`src/rtl/core/encdet_pkg.sv`:
```
package encdet_pkg;

	// Field and state widths
	localparam int COUNT_BITS = 16;
	localparam int STEP_BITS  = 32;
	localparam int CPS_BITS   = 8;
	localparam int REM_BITS   = CPS_BITS + 1;
	localparam int ITER_BITS  = $clog2(COUNT_BITS);

	// Configuration register indexes
	localparam int CFG_IDX_BITS = 1;
	localparam logic [CFG_IDX_BITS-1:0] REG_DETENT_SIZE      = 1'd0;
	localparam logic [CFG_IDX_BITS-1:0] REG_INVERT_DIRECTION = 1'd1;

	localparam logic [CPS_BITS-1:0] CPS_RESET = 8'd2;

	// Input kinds
	localparam logic ACT_SAMPLE = 1'b0;
	localparam logic ACT_READ   = 1'b1;

	// Request into the divide unit
	typedef struct packed {
		logic                  start;
		logic [COUNT_BITS-1:0] dividend;
		logic [CPS_BITS-1:0]   divisor;
	} div_req_t;

	// Result from the divide unit
	typedef struct packed {
		logic                  done;
		logic [COUNT_BITS-1:0] quotient;
		logic [CPS_BITS-1:0]   remainder;
	} div_rsp_t;

endpackage

```
`src/rtl/core/encdet_div.sv`:
```
module encdet_div
	import encdet_pkg::*;
(
	input  logic     clk,
	input  logic     arst_n,
	input  div_req_t req,
	output div_rsp_t rsp
);

	logic                  busy_q;
	logic [ITER_BITS-1:0]  cnt_q;
	logic [COUNT_BITS-1:0] quo_q;
	logic [CPS_BITS-1:0]   rem_q;
	logic [CPS_BITS-1:0]   div_q;
	logic                  done_q;

	logic [CPS_BITS:0]     shifted;
	logic [CPS_BITS+1:0]   diff;
	logic                  ge;

	// One restoring step: shift in next dividend bit, trial subtract
	always_comb begin
		shifted = {rem_q, quo_q[COUNT_BITS-1]};
		diff    = {1'b0, shifted} - {2'b00, div_q};
		ge      = ~diff[CPS_BITS+1];
	end

	// Control
	always_ff @(posedge clk or negedge arst_n) begin
		if (!arst_n) begin
			busy_q <= 1'b0;
			cnt_q  <= '0;
			done_q <= 1'b0;
		end else begin
			done_q <= 1'b0;
			if (req.start) begin
				busy_q <= 1'b1;
				cnt_q  <= '0;
			end else if (busy_q) begin
				cnt_q <= cnt_q + 1'b1;
				if (cnt_q == ITER_BITS'(COUNT_BITS - 1)) begin
					busy_q <= 1'b0;
					done_q <= 1'b1;
				end
			end
		end
	end

	// Datapath: one quotient bit per cycle
	always_ff @(posedge clk) begin
		if (req.start) begin
			quo_q <= req.dividend;
			rem_q <= '0;
			div_q <= req.divisor;
		end else if (busy_q) begin
			quo_q <= {quo_q[COUNT_BITS-2:0], ge};
			rem_q <= ge ? diff[CPS_BITS-1:0] : shifted[CPS_BITS-1:0];
		end
	end

	assign rsp.done      = done_q;
	assign rsp.quotient  = quo_q;
	assign rsp.remainder = rem_q;

endmodule

```
`src/rtl/core/encoder_count_to_detent_steps.sv`:
```
// Channel   Dir  Word                        Sideband
// s_*       in   tdata[15:0] counter_value   tuser[0] action (0 sample, 1 read)
// m_*       out  tdata[31:0] steps_read      tuser[0] steps_changed
// cfg_*     in   write of detent size (0) / invert_direction (1)
//
// A sample with nonzero delta runs through the bit-serial divider (one
// quotient bit per cycle), a step to see it finish and a step to update
// the total and load the output; s_tready stays low until then, so the block
// takes no new word until it is through with the last. Reads and zero-delta
// samples skip the divider and go straight to the update step.
// Reset clears the last count, remainder, total and registers to defaults.
// A result waits in the output register while m_tready is low; the block
// still takes the next word and holds it at the finish step until the
// output register is free.
module encoder_count_to_detent_steps
	import encdet_pkg::*;
(
	input  logic                    clk,
	input  logic                    arst_n,
	input  logic                    s_tvalid,
	output logic                    s_tready,
	input  logic [COUNT_BITS-1:0]   s_tdata,   // [15:0] counter_value
	input  logic                    s_tuser,   // [0] action
	output logic                    m_tvalid,
	input  logic                    m_tready,
	output logic [STEP_BITS-1:0]    m_tdata,   // [31:0] steps_read
	output logic                    m_tuser,   // [0] steps_changed
	input  logic                    cfg_we,
	input  logic [CFG_IDX_BITS-1:0] cfg_index,
	input  logic [CPS_BITS-1:0]     cfg_data
);

	localparam logic [1:0] ST_IDLE = 2'd0;
	localparam logic [1:0] ST_DIV  = 2'd1;
	localparam logic [1:0] ST_FIN  = 2'd2;

	logic [1:0]            state_q;
	logic [CPS_BITS-1:0]   cps_q;
	logic                  invert_q;
	logic [COUNT_BITS-1:0] last_q;
	logic [REM_BITS-1:0]   rem_q;
	logic [STEP_BITS-1:0]  total_q;
	logic                  read_q;
	logic                  nz_q;
	logic                  neg_q;
	logic                  out_valid_q;
	logic [STEP_BITS-1:0]  out_data_q;
	logic                  out_chg_q;

	logic                    accept;
	logic [COUNT_BITS-1:0]   delta;
	logic [COUNT_BITS:0]     delta_x;
	logic [COUNT_BITS+1:0]   sum;
	logic [COUNT_BITS+1:0]   mag;
	logic [CPS_BITS-1:0]     cps_eff;
	logic                    out_free;
	logic [COUNT_BITS:0]     whole;
	logic [REM_BITS-1:0]     rem_new;
	logic [STEP_BITS-1:0]    total_new;
	div_req_t                dreq;
	div_rsp_t                drsp;

	assign s_tready = (state_q == ST_IDLE);
	assign accept   = s_tvalid && s_tready;
	assign out_free = !out_valid_q || m_tready;

	// Wrapped delta, direction, remainder add, magnitude and effective divisor
	always_comb begin
		delta   = s_tdata - last_q;
		delta_x = invert_q ? -{delta[COUNT_BITS-1], delta} : {delta[COUNT_BITS-1], delta};
		sum     = {{(COUNT_BITS+2-REM_BITS){rem_q[REM_BITS-1]}}, rem_q}
		        + {delta_x[COUNT_BITS], delta_x};
		mag     = sum[COUNT_BITS+1] ? -sum : sum;
		cps_eff = (cps_q == '0) ? CPS_BITS'(1) : cps_q;
	end

	always_comb begin
		dreq.start    = accept && (s_tuser == ACT_SAMPLE) && (delta != '0);
		dreq.dividend = mag[COUNT_BITS-1:0];
		dreq.divisor  = cps_eff;
	end

	encdet_div u_div (
		.clk    (clk),
		.arst_n (arst_n),
		.req    (dreq),
		.rsp    (drsp)
	);

	// Signed quotient and remainder (truncating), new total
	always_comb begin
		whole     = neg_q ? -{1'b0, drsp.quotient} : {1'b0, drsp.quotient};
		rem_new   = neg_q ? -{1'b0, drsp.remainder} : {1'b0, drsp.remainder};
		total_new = total_q + {{(STEP_BITS-COUNT_BITS-1){whole[COUNT_BITS]}}, whole};
	end

	// Configuration writes
	always_ff @(posedge clk or negedge arst_n) begin
		if (!arst_n) begin
			cps_q    <= CPS_RESET;
			invert_q <= 1'b0;
		end else if (cfg_we) begin
			case (cfg_index)
				REG_DETENT_SIZE:      cps_q    <= cfg_data;
				REG_INVERT_DIRECTION: invert_q <= cfg_data[0];
				default: ;
			endcase
		end
	end

	// Sequencer and state
	always_ff @(posedge clk or negedge arst_n) begin
		if (!arst_n) begin
			state_q     <= ST_IDLE;
			last_q      <= '0;
			rem_q       <= '0;
			total_q     <= '0;
			read_q      <= 1'b0;
			nz_q        <= 1'b0;
			neg_q       <= 1'b0;
			out_chg_q   <= 1'b0;
		end else begin
			case (state_q)
				ST_IDLE: begin
					if (accept) begin
						read_q <= (s_tuser == ACT_READ);
						nz_q   <= (delta != '0);
						neg_q  <= sum[COUNT_BITS+1];
						if (s_tuser == ACT_SAMPLE) begin
							last_q <= s_tdata;
						end
						state_q <= dreq.start ? ST_DIV : ST_FIN;
					end
				end
				ST_DIV: begin
					if (drsp.done) begin
						state_q <= ST_FIN;
					end
				end
				ST_FIN: begin
					if (out_free) begin
						state_q <= ST_IDLE;
						if (read_q) begin
							out_chg_q <= 1'b0;
							total_q   <= '0;
						end else if (nz_q) begin
							out_chg_q <= (drsp.quotient != '0);
							total_q   <= total_new;
							rem_q     <= rem_new;
						end else begin
							out_chg_q <= 1'b0;
						end
					end
				end
				default: state_q <= ST_IDLE;
			endcase
		end
	end

	// Output valid: set when a result is loaded, cleared when it is taken
	always_ff @(posedge clk or negedge arst_n) begin
		if (!arst_n) begin
			out_valid_q <= 1'b0;
		end else if ((state_q == ST_FIN) && out_free) begin
			out_valid_q <= 1'b1;
		end else if (m_tready) begin
			out_valid_q <= 1'b0;
		end
	end

	// Output word
	always_ff @(posedge clk) begin
		if ((state_q == ST_FIN) && out_free) begin
			out_data_q <= (!read_q && nz_q) ? total_new : total_q;
		end
	end

	assign m_tvalid = out_valid_q;
	assign m_tdata  = out_data_q;
	assign m_tuser  = out_chg_q;

endmodule

```
`config.mk`:
```
export PLATFORM = sky130hd
export DESIGN_NAME = encoder_count_to_detent_steps
export DESIGN_NICKNAME = d
export VERILOG_FILES = /design/src/rtl/core/encdet_pkg.sv /design/src/rtl/core/encdet_div.sv /design/src/rtl/core/encoder_count_to_detent_steps.sv
export SDC_FILE = /design/constraint.sdc
export NUM_CORES = 1
export LEC_CHECK = 0
export ABC_AREA = 1
export BUFFER_PORTS_ARGS = -buffer_cell sky130_fd_sc_hd__buf_2
export CAP_MARGIN = 20
export CORE_MARGIN = 3
export CORE_UTILIZATION = 35
export CTS_CLUSTER_SIZE = 25
export DETAILED_ROUTE_END_ITERATION = 6
export GPL_TIMING_DRIVEN = 0
export PLACE_DENSITY = 0.54
export SLEW_MARGIN = 40
export SYNTH_ARGS = -nofsm -noshare
export SYNTH_HDL_FRONTEND = slang
export SYNTH_SLANG_ARGS = --single-unit
```
`constraint.sdc`:
```
create_clock -name clk -period 4.8 [get_ports clk]
set_clock_uncertainty 0.05 [all_clocks]
set_input_delay 0.72 -clock clk [delete_from_list [all_inputs] [get_ports clk]]
set_output_delay 0.72 -clock clk [all_outputs]
set_load 0.01 [all_outputs]
```
==> run_results.csv, run 1 <==
group,metric,value,unit
setup_path,reg2reg_from,"last_q[0]",
setup_path,r2r_end,"u_div.quo_q[5]",
logic_synthesis,yosysMostFrequentCell,"nand2_1",
finish,n_antenna_cell,0,
global_routing,grt.total_usage,17.7,%
logic_synthesis,ys_ff_latch,143,
setup_path,cp_max_fo,10,
setup_path,path_class,"input pin to register",
hold_path,min_path_type,"input pin to asynchronous set/reset pin",
logic_synthesis,syn-num-nets,1708,
logic_synthesis,synth_compound_area_share,12.0,%
setup_path,critPathRequiredTime,4.95,ns
finish,drive_gt1_share,9.92,%
clock_network,clk_latency,0.44,ns
clock_network,clkTransAtPathRegs,0.06,ns
route,wl_met1,14100,microns
outcome,status,"finished clean",
logic_synthesis,synth_top_area_cell,"dfrtp_1",
timing,worst_slew_pin_slew,0.711,ns
floorplanning,dieHeight,186,microns
route,drtIter0Drc,602,
logic_synthesis,synth_mux_area_share,0.698,%
route,vias_per_cell,4.88,
timing,relSlewSlack,52.6,%
finish,fillCellCount,3333,
clock_network,clock_path_buffers,2,
logic_synthesis,yosys.area_share.simple,30.5,%
logic_synthesis,synth_edf_count,56,
clock_network,cts_buffers,17,
global_routing,grt_max_degree,56,
timing,fin_crit,4.34,ns
route,drc,0,
clock_network,cts.sinks,143,
clock_network,htreeDepth,4,
logic_synthesis,synthAdderAreaFrac,9.24,%
route,vias,10238,
setup_path,path_common_cell,"nand2_1",
placed_design,post-place-ws,-0.0313,ns
floorplanning,die_w,186,microns
route,drtAntennaViolNets,0,
logic_synthesis,synthTopCellsByArea,"dfrtp_1 17%, nand2_1 16%, edfxtp_1 15%",
finish,fin_nets,1793,
logic_synthesis,netlist_top_cells_count,"489 x nand2_1, 218 x inv_1, 120 x o21ai_0",
timing,final-setup-viol-count,0,
global_routing,grt_pass1_vias,9752,
timing,finalWorstSetupSlack,0.459,ns
placed_design,placed_cell_area,12200,sq um
route,drt_wl_total,29300,microns
setup_path,critPathMaxStageDelay,0.45,ns
logic_synthesis,yosysWarnings,0,
logic_synthesis,synth_xor_xnor_area_share,4.89,%
logic_synthesis,yosysTopAreaCellShare,17.3,%
logic_synthesis,synth_cells,1596,
logic_synthesis,synth_top_family_by_area,"simple AND/OR/NAND/NOR gates",
route,wl_per_cell,14.0,microns
setup_path,arrival,4.49,ns
setup_path,crit_family,"simple AND/OR/NAND/NOR gates",
placed_design,gp_congestion,0.916,
timing,fin_crit_sh,90.4,%
floorplanning,io_pins,66,
route,dr.pass1.iters,5,
floorplanning,dieArea,34500,sq um
setup_path,crit_path_end_kind,"register",
logic_synthesis,yosysSeqAreaShare,33.8,%
global_routing,grt_overflow,0,
logic_synthesis,async_flop_share,55.2,%
global_routing,antenna_found_initial,0,
run,cap_violations,0,
timing,fin_tns_setup,0,ns
setup_path,cp-start-kind,"input pin",
clock_network,holdBufCountCts,0,
finish,final_cell_area,12800,sq um
timing,drv_slew,0,
logic_synthesis,syn_avg_cell_area,7.08,sq um
placed_design,dpl.hpwl,23700,microns
global_routing,grt_pass1_wl,48800,microns
setup_path,worstRegToRegCells,29,
timing,final-hold-violation-count,0,
timing,timing.fmax,230,MHz
finish,final_cells,2096,
logic_synthesis,synth_area,11300,sq um
logic_synthesis,synth.distinct_cells,50,
setup_path,rrSetupSlack,0.50,ns
route,met2WireLength,13500,microns
setup_path,crit_buf_inv,9,
placed_design,portBuffers,65,
clock_network,cts_tree,"yes",
placed_design,place_inst,2064,
floorplanning,start_util,35.6,%
route,highest_layer,"met4",
finish,area_delta_synth_final,13.0,%
logic_synthesis,ys.flop_type,"dfrtp_1",
clock_network,cts_root_buf,"clkbuf_16",
setup_path,slowest_stage,"fa_1",
floorplanning,rows,65,
floorplanning,core-area,31700,sq um
route,wl_met3,1090,microns
==> flip-flops by register name (all words and copies together), names as in the netlist <==
register / cells
u_div.div_q: 8
u_div.busy_q: 1
u_div.cnt_q: 4
last_q: 16
m_tvalid: 1
cps_q: 8
u_div.done_q: 1
u_div.quo_q: 16
m_tuser: 1
rem_q: 9
invert_q: 1
total_q: 32
u_div.rem_q: 8
nz_q: 1
state_q: 2
m_tdata: 32
read_q: 1
neg_q: 1
==> placed cells by master (no fill, tap or decap), types with 4 or more instances in the layout <==
cell type / n
a21oi_1: 73
a21oi_2: 11
and2_1: 5
buf_2: 67
buf_6: 4
clkbuf_1: 27
clkbuf_16: 17
dfrtp_1: 78
dfxtp_1: 8
edfxtp_1: 56
fa_1: 4
ha_1: 76
inv_1: 217
inv_6: 5
mux2_2: 7
nand2_1: 489
nand2_2: 11
nand3_1: 116
nand3_2: 4
nand3b_1: 14
nand4_1: 15
nor2_1: 104
nor2_2: 5
nor3_1: 19
nor4_1: 5
o211ai_1: 6
o21ai_0: 120
o21ai_2: 7
o21bai_1: 4
or2_2: 7
xnor2_1: 22
xor2_1: 41
==> logic make-up after synthesis <==
logic type	after synthesis
AND/OR/NAND/NOR	804
buffers and inverters	255
flip-flops	143
adder cells (fa/ha/maj)	81
XOR/XNOR	63
AO/OA/AOI/OAI	243
multiplexers	7
==> how the worst max path moves through the flow <==
stage                    start              end  slack, ns  depth (start not counted)
floorplan           s_tdata[0]   u_div.quo_q[5]       0.59                         30
global placement    s_tdata[0]  u_div.quo_q[15]     -0.004                         32
detailed placement  s_tdata[0]  u_div.quo_q[15]      -0.03                         32
CTS                 s_tdata[0]   u_div.quo_q[5]       0.43                         30
global route        s_tdata[0]  u_div.quo_q[11]      -0.02                         31
finish              s_tdata[0]   u_div.quo_q[5]       0.46                         31
==> layout make-up <==
| class | count | area (sq um) | area share [%] |
|---|---|---|---|
| Clock buffer | 17 | 425 | 3.33 |
| Tap cell | 402 | 503 | 3.94 |
| Clock inverter | 15 | 181 | 1.42 |
| Multi-Input combinational cell | 1198 | 6480 | 50.7 |
| Timing Repair Buffer | 66 | 359 | 2.81 |
| Buffer | 35 | 173 | 1.35 |
| Inverter | 220 | 826 | 6.47 |
| Sequential cell | 143 | 3820 | 29.9 |
==> worst reg2reg max path: cells and delay by family, from the launching register on <==
kind / cells / cell delay (ns)
AO/OA/AOI/OAI: 1 / 0.05
XOR/XNOR: 2 / 0.31
adder cells (fa/ha/maj): 4 / 1.09
buffers and inverters: 7 / 0.64
flip-flops: 1 / 0.38
AND/OR/NAND/NOR: 15 / 1.53
==> per-layer routing <==
layer	track usage [%]	up-vias
li1	-	5361
met1	24.0	4651
met2	29.3	192
met3	2.76	34
met4	5.09	0
met5	0	-
==> what timing repair did <==
action | CTS | global route
endpoints found under the setup margin | 0 | 4
gates resized for setup | 0 | 1
setup buffers | 0 | 0
==> stage by stage <==
step           hold WS [ns]  util (%)
2_1_floorplan         0.374         -
3_3_place_gp          0.422      38.2
3_5_place_dp          0.425      38.3
4_1_cts              0.0838      40.2
5_1_grt              0.0949      40.2
6_report             0.0919      40.2
Power of run 1 is not shown: default switching activity piles up to over one toggle a cycle in this logic, so the estimate is an artifact.
==> run 2: changes to the inputs <==
Settings changed: RECOVER_POWER set to 25, SLEW_MARGIN 40 to unset.
==> run 2 against run 1 <==
Effect of this change: the run now ends with max-capacitance violations, max-slew violations left; utilization grew 0.051 points; first-iteration DRC count grew 11%; cell count is essentially flat; design area grew 0.13%; critical path depth shrank 1; via count shrank 0.46%; non-clock buffer count grew 1; routed wire length shrank 0.87%; sequential share of layout area is essentially flat; global-route usage shrank 0.20 points.
==> run_results.csv, run 2 (synthesis results as in run 1) <==
group,metric,value,unit
setup_path,cp-start-kind,"input pin",
route,drtAntennaViolNets,0,
route,drc,0,
setup_path,rrSetupSlack,0.43,ns
hold_path,min_path_type,"input pin to asynchronous set/reset pin",
floorplanning,dieArea,34500,sq um
global_routing,grt_pass1_vias,9803,
route,drtIter0Drc,668,
route,drt_wl_total,29000,microns
timing,worst_slew_pin_slew,3.01,ns
global_routing,grt_overflow,0,
floorplanning,rows,65,
placed_design,dpl.hpwl,23600,microns
clock_network,clock_path_buffers,2,
clock_network,cts_tree,"yes",
floorplanning,start_util,35.6,%
setup_path,path_class,"input pin to register",
setup_path,path_common_cell,"nand2_1",
outcome,status,"complete, but fails checks",
timing,final-hold-violation-count,0,
finish,fin_nets,1794,
timing,fin_tns_setup,0,ns
setup_path,critPathMaxStageDelay,0.45,ns
timing,fin_crit,4.41,ns
clock_network,htreeDepth,4,
clock_network,postCtsSetupRepairBufs,0,
setup_path,r2r_end,"u_div.quo_q[5]",
timing,holdWs,0.378,ns
setup_path,slowest_stage,"fa_1",
setup_path,arrival,4.55,ns
clock_network,cts_buffers,17,
finish,area_delta_synth_final,13.2,%
route,dr.pass1.iters,5,
floorplanning,core-area,31700,sq um
global_routing,grt_pass1_wl,48300,microns
timing,relSlewSlack,-101,%
finish,n_antenna_cell,0,
placed_design,portBuffers,65,
floorplanning,io_pins,66,
timing,drv_slew,62,
clock_network,cts_resized,0,
finish,drive_gt1_share,9.91,%
setup_path,critPathRequiredTime,4.94,ns
timing,timing.fmax,227,MHz
setup_path,worstRegToRegCells,28,
placed_design,gp_congestion,0.916,
setup_path,reg2reg_from,"last_q[0]",
route,wl_per_cell,13.8,microns
route,vias_per_cell,4.86,
outcome,violations,"max-capacitance violations, max-slew violations",
clock_network,cts.sinks,143,
timing,fin_crit_sh,91.8,%
run,cap_violations,1,
floorplanning,die_w,186,microns
clock_network,cts_root_buf,"clkbuf_16",
setup_path,cp_max_fo,10,
global_routing,grt_max_degree,62,
finish,final_cell_mix,"489 x nand2_1, 218 x inv_1, 120 x o21ai_0",
setup_path,crit_start,"s_tdata[0]",
finish,final_common_cell,"nand2_1",
setup_path,crit_path_end_kind,"register",
floorplanning,dieHeight,186,microns
route,vias,10191,
clock_network,clkTransAtPathRegs,0.07,ns
timing,final-setup-viol-count,0,
clock_network,holdBufCountCts,0,
global_routing,grt.total_usage,17.5,%
global_routing,antenna_found_initial,0,
clock_network,clk_latency,0.44,ns
setup_path,endpoint,"u_div.quo_q[5]",
-- run 2: cell count changes in the layout (fill, tap and decap cells not counted) --
cell	change
clkbuf_1	+2
clkinv_1	-2
nand3_1	-2
nand3_2	+2
buf_6	-1
clkinv_2	+1
dfstp_1	+1
dfstp_2	-1
dlymetal6s4s_1	+1
inv_1	+1
inv_2	-1
-- run 2: worst min-delay path by stage --
stage	endpoint	slack [ns]	depth (start not counted)
floorplan	cps_q[0]	0.37	0
global placement	nz_q	0.42	2
detailed placement	nz_q	0.43	2
CTS	total_q[25]	0.10	1
global route	invert_q	0.43	2
finish	total_q[25]	0.38	1
-- run 2: area by class of cell --
class | count | area (sq um)
Inverter | 220 | 826
Clock buffer | 18 | 429
Tap cell | 402 | 503
Clock inverter | 14 | 179
Fill cell | 3314 | 18900
Multi-Input combinational cell | 1198 | 6490
Sequential cell | 143 | 3820
Timing Repair Buffer | 67 | 364
Buffer | 35 | 173
-- run 2: per-layer routing --
layer  vias to the layer above  wire length, microns  track usage (%)
met5                         -                     0                0
met4                         0                   620             5.30
met3                        38                  1200             2.81
met2                       193                 13400             29.3
met1                      4586                 13800             23.3
li1                       5374                     -                -
-- run 2: critical path, delay by kind of cell --
kind            cells  cell delay (ns)
simple gates       16             1.78
fa+ha+maj           4             1.16
buf+inv             7             0.61
xor+xnor            2             0.22
compound gates      1             0.05
-- run 2: stage by stage --
stage	util [%]	instances	setup WS (ns)	instance area (sq um)
finish	40.3	2097	0.394	12800
global placement	38.2	2063	-0.00361	12100
detailed placement	38.4	2065	-0.0134	12200
CTS	40.3	2097	0.373	12800
global route	40.3	2097	-0.0342	12800
floorplan	-	1596	0.592	11300
Power of run 2 is left out for the same reason.
==> run 3: changes to the inputs <==
Settings changed: SYNTH_HIERARCHICAL set to 1.
==> run 3 against run 2 <==
Effect of this change: the run still ends with max-capacitance violations, max-slew violations left; routed wire length up 3.4%; utilization about the same; synthesized area is 0.40% lower.
==> run_results.csv, run 3 <==
group,metric,value,unit
finish,final_common_cell,"nand2_1",
route,drc,0,
setup_path,path_common_cell,"nand2_1",
clock_network,cts.sinks,143,
route,wl_per_cell,14.4,microns
timing,fin_crit,4.44,ns
floorplanning,start_util,35.6,%
timing,holdWs,0.424,ns
timing,final-hold-violation-count,0,
finish,final_cell_mix,"482 x nand2_1, 197 x inv_1, 118 x o21ai_0",
setup_path,crit_path_end_kind,"register",
clock_network,clkTransAtPathRegs,0.07,ns
route,drtIter0Drc,515,
global_routing,grt.total_usage,18.2,%
logic_synthesis,synth.distinct_cells,53,
setup_path,path_class,"input pin to register",
logic_synthesis,synth_area,11200,sq um
logic_synthesis,async_flop_share,55.2,%
logic_synthesis,synth_edf_count,56,
route,drtAntennaViolNets,0,
floorplanning,die_w,185,microns
logic_synthesis,synth_cells,1589,
setup_path,critPathMaxStageDelay,0.40,ns
logic_synthesis,yosysSeqAreaShare,34.0,%
clock_network,cts_tree,"yes",
outcome,violations,"max-capacitance violations, max-slew violations",
run,cap_violations,2,
logic_synthesis,yosysMostFrequentCell,"nand2_1",
timing,worst_slew_pin_slew,2.22,ns
clock_network,holdBufCountCts,0,
logic_synthesis,yosysTopAreaCellShare,17.4,%
timing,fin_crit_sh,92.4,%
logic_synthesis,synth_compound_area_share,11.6,%
timing,drv_slew,82,
clock_network,cts_buffers,17,
floorplanning,dieArea,34300,sq um
logic_synthesis,synthAdderAreaFrac,9.28,%
logic_synthesis,netlist_top_cells_count,"483 x nand2_1, 197 x inv_1, 122 x nor2_1",
setup_path,critPathRequiredTime,4.94,ns
placed_design,dpl.hpwl,24200,microns
finish,fillCellCount,3379,
setup_path,cp_max_fo,6,
floorplanning,rows,65,
placed_design,portBuffers,65,
route,dr.pass1.iters,7,
logic_synthesis,ys_ff_latch,143,
setup_path,slowest_stage,"fa_1",
logic_synthesis,synthTopCellsByArea,"dfrtp_1 17%, nand2_1 16%, edfxtp_1 15%",
global_routing,grt_overflow,0,
route,drt_wl_total,30000,microns
global_routing,grt_max_degree,45,
logic_synthesis,yosysWarnings,6,
timing,relSlewSlack,-48.3,%
clock_network,clock_path_buffers,2,
finish,drive_gt1_share,10.5,%
logic_synthesis,syn-num-nets,1701,
finish,area_delta_synth_final,13.4,%
global_routing,grt_pass1_vias,10066,
floorplanning,core-area,31600,sq um
floorplanning,io_pins,66,
global_routing,antenna_found_initial,0,
timing,timing.fmax,225,MHz
outcome,status,"complete, but fails checks",
route,vias_per_cell,4.91,
logic_synthesis,synth_xor_xnor_area_share,4.91,%
placed_design,gp_congestion,0.872,
finish,n_antenna_cell,0,
logic_synthesis,yosys.area_share.simple,31.4,%
setup_path,cp-start-kind,"input pin",
clock_network,cts_root_buf,"clkbuf_16",
timing,final-setup-viol-count,0,
logic_synthesis,synth_top_family_by_area,"simple AND/OR/NAND/NOR gates",
setup_path,arrival,4.58,ns
logic_synthesis,syn_avg_cell_area,7.08,sq um
logic_synthesis,synth_mux_area_share,0.701,%
hold_path,min_path_type,"input pin to register",
global_routing,grt_pass1_wl,50200,microns
clock_network,htreeDepth,4,
floorplanning,dieHeight,185,microns
logic_synthesis,synth_top_area_cell,"dfrtp_1",
logic_synthesis,ys.flop_type,"dfrtp_1",
clock_network,clk_latency,0.44,ns
route,vias,10273,
finish,fin_nets,1789,
[run 3: worst max-delay path, delay by kind of cell]
kind	cells	cell delay, ns
buf+inv	4	0.30
simple gates	25	2.27
compound gates	1	0.17
fa+ha+maj	3	0.89
xor+xnor	1	0.22
[run 3: layer usage]
layer / GRT usage, % / wire, microns
met5: 0 / 0
met4: 4.56 / 454
met3: 2.28 / 770
met2: 33.0 / 14700
met1: 23.0 / 14100
[run 3: stage by stage]
| stage | std cells | setup WS, ns | util, % | area (sq um) | TNS, ns |
|---|---|---|---|---|---|
| 6_report | 2091 | 0.364 | 40.3 | 12800 | 0 |
| 5_1_grt | 2091 | -0.0118 | 40.3 | 12800 | -0.0118 |
| 4_1_cts | 2089 | 0.229 | 40.2 | 12700 | 0 |
| 3_5_place_dp | 2058 | -0.225 | 38.4 | 12100 | -3.42 |
| 3_3_place_gp | 2056 | -0.173 | 38.2 | 12100 | -2.40 |
| 2_1_floorplan | 1589 | 0.520 | - | 11200 | 0 |
[run 3: logic make-up after synthesis]
logic type | after synthesis
buf+inv | 238
flops | 143
fa+ha+maj | 81
simple gates | 817
xor+xnor | 63
compound gates | 240
mux | 7
[run 3: final cells by class]
class                   count  area [sq um]  share of cell area (%)
plain buffers              34           150                    1.18
clock buffers              21           472                    3.70
clock inverters            10           101                   0.795
inverters                 204           766                    6.00
multi-input cells        1208          6570                    51.5
flip-flops and latches    143          3820                    30.0
well taps                 402           503                    3.94
repair buffers             69           375                    2.94
[run 3: worst paths after layout]
kind,from,end,slack [ns],cells after the start
max,s_tdata[0],u_div/quo_q[15],0.36,34
min,m_tready,m_tvalid,0.42,2
max reg2reg,last_q[0],u_div/quo_q[15],0.46,31
min reg2reg,u_div/cnt_q[3],u_div/cnt_q[3],0.43,1
max in group asynchronous,arst_n,rem_q[5],0.81,2
min in group asynchronous,arst_n,total_q[21],0.80,1
[run 3: what timing repair did]
item | in CTS | in global routing
endpoints found under the setup margin | 0 | 10
setup buffers | 0 | 1
gates resized for setup | 0 | 13
endpoints found under the hold margin | 0 | 0
Power of run 3 is left out for the same reason.
